<file path="config.mk">
export PLATFORM = sky130hd
export DESIGN_NAME = sba_ctrl
export DESIGN_NICKNAME = d
export VERILOG_FILES = /design/src/rtl/core/sba_pkg.sv /design/src/rtl/core/sba_ctrl.sv
export SDC_FILE = /design/constraint.sdc
export NUM_CORES = 1
export LEC_CHECK = 0
export BUFFER_PORTS_ARGS = -buffer_cell sky130_fd_sc_hd__buf_2
export CAP_MARGIN = 20
export CORE_AREA = 4 4 41 43
export DETAILED_ROUTE_END_ITERATION = 8
export DIE_AREA = 0 0 45 47
export PLACE_DENSITY = 0.35
export REMOVE_ABC_BUFFERS = 1
export SYNTH_ARGS = -nofsm -noshare
export SYNTH_HDL_FRONTEND = slang
export SYNTH_SLANG_ARGS = --single-unit
</file>
<file path="constraint.sdc">
create_clock -name clk -period 1.4 [get_ports clk]
set_input_delay 0.28 -clock clk [delete_from_list [all_inputs] [get_ports clk]]
set_output_delay 0.28 -clock clk [all_outputs]
set_load 0.01 [all_outputs]
</file>
<file path="src/rtl/core/sba_pkg.sv">
// Shared types, codes and constants for the slab block allocator.
package sba_pkg;

	// Defaults for the top-level parameters
	localparam int DEF_MAX_BLOCKS = 1024;
	localparam int DEF_ADDR_WIDTH = 48;

	// Fixed field widths
	localparam int OP_W    = 2;
	localparam int BIDX_W  = 10;
	localparam int CNT_W   = 11;
	localparam int BSIZE_W = 16;
	localparam int OADDR_W = 48;
	localparam int CIDX_W  = 2;

	localparam logic [CNT_W-1:0]   CNT_MAX         = {CNT_W{1'b1}};
	localparam logic [BSIZE_W-1:0] RST_BLOCK_SIZE  = 16'd16;
	localparam logic [CNT_W-1:0]   RST_BLOCKS_SPAN = 11'd1024;

	// Request operation codes
	typedef enum logic [OP_W-1:0] {
		OP_ALLOC       = 2'd0,
		OP_FREE_LOCAL  = 2'd1,
		OP_FREE_REMOTE = 2'd2,
		OP_RESET_SPAN  = 2'd3
	} op_t;

	// Configuration register indexes
	typedef enum logic [CIDX_W-1:0] {
		CFG_BLOCK_SIZE    = 2'd0,
		CFG_BLOCKS_SPAN   = 2'd1,
		CFG_FIRST_ADDRESS = 2'd2
	} cfg_idx_t;

	// Controller states
	typedef enum logic [2:0] {
		ST_IDLE,
		ST_EXEC,
		ST_LINK,
		ST_MUL,
		ST_RESULT
	} state_t;

	// Controller to datapath
	typedef struct packed {
		logic take;      // latch the incoming request
		logic exec;      // apply the request to lists and counters
		logic link;      // finish a pop with the link read from memory
		logic mul;       // index times block size
		logic load_out;  // load the result register
	} cmd_t;

	// Datapath to controller
	typedef struct packed {
		op_t  op;
		logic alloc_pop;   // a free list holds a block
		logic alloc_bump;  // a fresh block is left
		logic out_free;    // result register can take a new result
	} stat_t;

endpackage

</file>
<file path="src/rtl/core/sba_ctrl.sv">
// Sequencing state machine for the slab block allocator.
module sba_ctrl
	import sba_pkg::*;
(
	input  logic  clk,
	input  logic  arst_n,
	input  logic  in_valid,
	output logic  in_stall,
	input  stat_t stat,
	output cmd_t  cmd
);

	state_t state_q, state_d;

	// State register
	always_ff @(posedge clk or negedge arst_n) begin
		if (!arst_n) begin
			state_q <= ST_IDLE;
		end else begin
			state_q <= state_d;
		end
	end

	// Next state and commands
	always_comb begin
		state_d  = state_q;
		cmd      = '0;
		in_stall = 1'b1;
		case (state_q)
			ST_IDLE: begin
				in_stall = 1'b0;
				if (in_valid) begin
					cmd.take = 1'b1;
					state_d  = ST_EXEC;
				end
			end
			ST_EXEC: begin
				cmd.exec = 1'b1;
				if (stat.op == OP_ALLOC && stat.alloc_pop) begin
					state_d = ST_LINK;
				end else if (stat.op == OP_ALLOC && stat.alloc_bump) begin
					state_d = ST_MUL;
				end else begin
					state_d = ST_RESULT;
				end
			end
			ST_LINK: begin
				cmd.link = 1'b1;
				cmd.mul  = 1'b1;
				state_d  = ST_RESULT;
			end
			ST_MUL: begin
				cmd.mul = 1'b1;
				state_d = ST_RESULT;
			end
			ST_RESULT: begin
				if (stat.out_free) begin
					cmd.load_out = 1'b1;
					in_stall     = 1'b0;
					if (in_valid) begin
						cmd.take = 1'b1;
						state_d  = ST_EXEC;
					end else begin
						state_d = ST_IDLE;
					end
				end
			end
			default: begin
				state_d = ST_IDLE;
			end
		endcase
	end

	// A link update only follows the step that issued the memory read
	a_link_after_exec: assert property (@(posedge clk) disable iff (!arst_n)
		state_q == ST_LINK |-> $past(state_q) == ST_EXEC)
		else $error("link step without a preceding exec step");

	// A bump multiply only follows the exec step
	a_mul_after_exec: assert property (@(posedge clk) disable iff (!arst_n)
		state_q == ST_MUL |-> $past(state_q) == ST_EXEC)
		else $error("multiply step without a preceding exec step");

endmodule

</file>
==> run_results.csv <==
group,metric,value,unit
sta,drv_slew,0,
clock_tree,cts_buffers,3,
detailed_routing,drc,0,
finish,area_growth,94.4,%
finish,antenna_cells,0,
clock_tree,cts_tree,"done",
sta,setup_viol,0,
critical_path,cp-start-kind,"register",
synth,ys_seq_area_frac,0.417,
detailed_routing,wl_per_cell,9.65,um
synth,synth-seq-cells,3,
synth,syn_area_per_cell,9.01,um^2
finish,final_nets,51,
sta,final_hold_viol_count,0,
synth,synth_area_leaders,"dfrtp_1 (42%), nand2b_1 (10%), nor2_2 (6.9%), and3_4 (6.3%), nor4b_1 (4.9%)",
place,gp_congestion,0.748,
detailed_routing,via_count,224,
sta,max_slew_margin,0.825,
grt,antenna_found_initial,0,
outcome,run_status,"finished clean",
finish,multi_input_area,114,um^2
synth,netlist_area,180,um^2
grt,overflow,0,
floorplan,io_pins,14,
grt,grt_max_degree,5,
critical_path,critical_path_required,1.12,ns
sta,min_period_over_period,0.966,
floorplan,die_w,45,um
sta,fin_setup_tns,0,ns
critical_path,r2r-end,"state_q[2]$_DFFE_PN0P_",
power,power.leakage,0.198,nW
sta,grt_setup_unrepaired,"true",
synth,synth_area_leader_cell,"dfrtp_1",
sta,worst_slew_pin_slew,0.259,ns
critical_path,endpoint_kind,"output port",
finish,largest_register_ffs,3,
synth,synth_top_area_share,0.417,
hold_path,hp-class,"in -> async",
finish,num-fill-cells,153,
job,max_cap_violations,0,
clock_tree,cts_root_buf,"clkbuf_4",
grt,grt_pass1_vias,219,
sta,max_freq,739,MHz
sta,finClkSkew,0.000317,ns
synth,synth_cell_types,14,
detailed_routing,first_pass_iters,1,
sta,worst_slack,0.0470,ns
floorplan,die_h,47,um
sta,period_needed,1.35,ns
finish,mostFrequentLayoutCells,"buf_2 (12), buf_4 (4), clkbuf_4 (3)",
place,pre_cts_ws,0.241,ns
finish,register_area,76.3,um^2
critical_path,critPathArrivalTime,1.07,ns
power,vdd_ir_drop_max,0.413,mV
critical_path,ff2ff_path_depth,4,
power,power_density,1390,nW/um^2
place,portBuffers,13,
synth,ys_warn_count,0,
critical_path,path_cells,"nor2_4 > and3_4 > buf_6",
floorplan,rows,13,
grt,grt_pass1_wl,848,um
critical_path,crit_fanout,4,
place,hpwl,417,um
critical_path,reg2reg_from,"state_q[2]$_DFFE_PN0P_",
clock_tree,worstSkewPairLatency,0.23,ns
floorplan,core,1300,um^2
floorplan,floorplan.die_area,2120,um^2
clock_tree,cts_buffer_depth,2,
clock_tree,clk_pin_slew_worst_paths,0.04,ns
detailed_routing,via_per_inst,3.93,
clock_tree,ctsHtreeMaxLevel,1,
finish,reg.largest.list,"state_q x3",
grt,grt_use_total,0.0594,
detailed_routing,ant_nets,0,
critical_path,path_class,"reg -> out",
critical_path,r2r_slack,0.38,ns
detailed_routing,routed_wl,550,um
synth,synthCells,20,
finish,final_common_cell,"buf_2",
finish,drive_gt1_frac,0.595,
critical_path,cpPeakStageDelay,0.43,ns
detailed_routing,drt_iter0_markers,0,
finish,top_register,"state_q",
floorplan,start_util,0.138,
critical_path,crit_slowest_cell,"dfrtp_2",
clock_tree,cts.sinks,3,
==> cell type report <==
| type | count | area share |
|---|---|---|
| Multi-Input combinational cell | 16 | 0.325 |
| Timing Repair Buffer | 18 | 0.318 |
| Sequential cell | 3 | 0.218 |
| Clock buffer | 4 | 0.0750 |
| Tap cell | 15 | 0.0536 |
| Inverter | 1 | 0.0107 |
==> worst max-delay path, delay by kind of cell, from the launching register on <==
| kind | cells | cell delay (ns) |
|---|---|---|
| DFF | 1 | 0.43 |
| buffers and inverters | 1 | 0.10 |
| and+or+nand+nor | 2 | 0.31 |
==> cells in the mapped netlist (all sizes together) <==
| cell | n |
|---|---|
| a21o | 1 |
| and2 | 1 |
| and3 | 2 |
| dfrtp | 3 |
| inv | 1 |
| nand2 | 1 |
| nand2b | 3 |
| nor2 | 4 |
| nor3 | 1 |
| nor4b | 1 |
| o21ai | 1 |
| o31a | 1 |
==> what timing repair did <==
action,in CTS,in global routing
pin swaps,1,3
setup buffers,1,3
endpoints found under the setup margin,1,3
resized for setup,0,4
endpoints found under the hold margin,3,0
hold buffers,1,0
==> worst max path at each step <==
stage	from	to	slack, ns	depth (start not counted)
finish	state_q[1]$_DFFE_PN0P_	cmd[4]	0.05	3
detailed placement	state_q[1]$_DFFE_PN0P_	cmd[4]	0.24	3
global placement	state_q[1]$_DFFE_PN0P_	cmd[4]	0.26	3
CTS	state_q[1]$_DFFE_PN0P_	cmd[4]	0.008	3
floorplan	state_q[1]$_DFFE_PN0P_	cmd[0]	0.38	2
global route	state_q[2]$_DFFE_PN0P_	cmd[4]	-0.02	3
==> power breakdown <==
group,total [W],switching [W],internal (W)
sequential,0.000135,0.0000269,0.000108
clock,0.000150,0.0000434,0.000107
combinational,0.000202,0.0000819,0.000120
==> through the flow <==
| stage | area (um^2) | utilization | cells | hold slack [ns] | power (W) |
|---|---|---|---|---|---|
| after CTS | 308 | 0.237 | 54 | 0.371 | 0.000448 |
| after global routing | 350 | 0.269 | 57 | 0.389 | 0.000530 |
| after global placement | 264 | 0.203 | 48 | 0.0764 | 0.000270 |
| after floorplan | 180 | - | 20 | -0.0156 | 0.000213 |
| after detailed placement | 264 | 0.203 | 48 | 0.0760 | 0.000274 |
| final | 350 | 0.269 | 57 | 0.372 | 0.000487 |
==> per-layer routing <==
metal  global-route usage  wire length, um  vias to the layer above  share of wire
met5                    0                0                        -              0
met4               0.0702                0                        0              0
met3               0.0153               62                        0           0.11
met2               0.0819              269                        9           0.49
met1               0.0688              218                      103           0.40
li1                     -                -                      112              -
==> logic make-up after synthesis <==
logic type,synth area share
DFF,0.417
buffers and inverters,0.0208
and+or+nand+nor,0.444
AOI/OAI and AO/OA,0.118
Power figures use the tool's default switching activity.
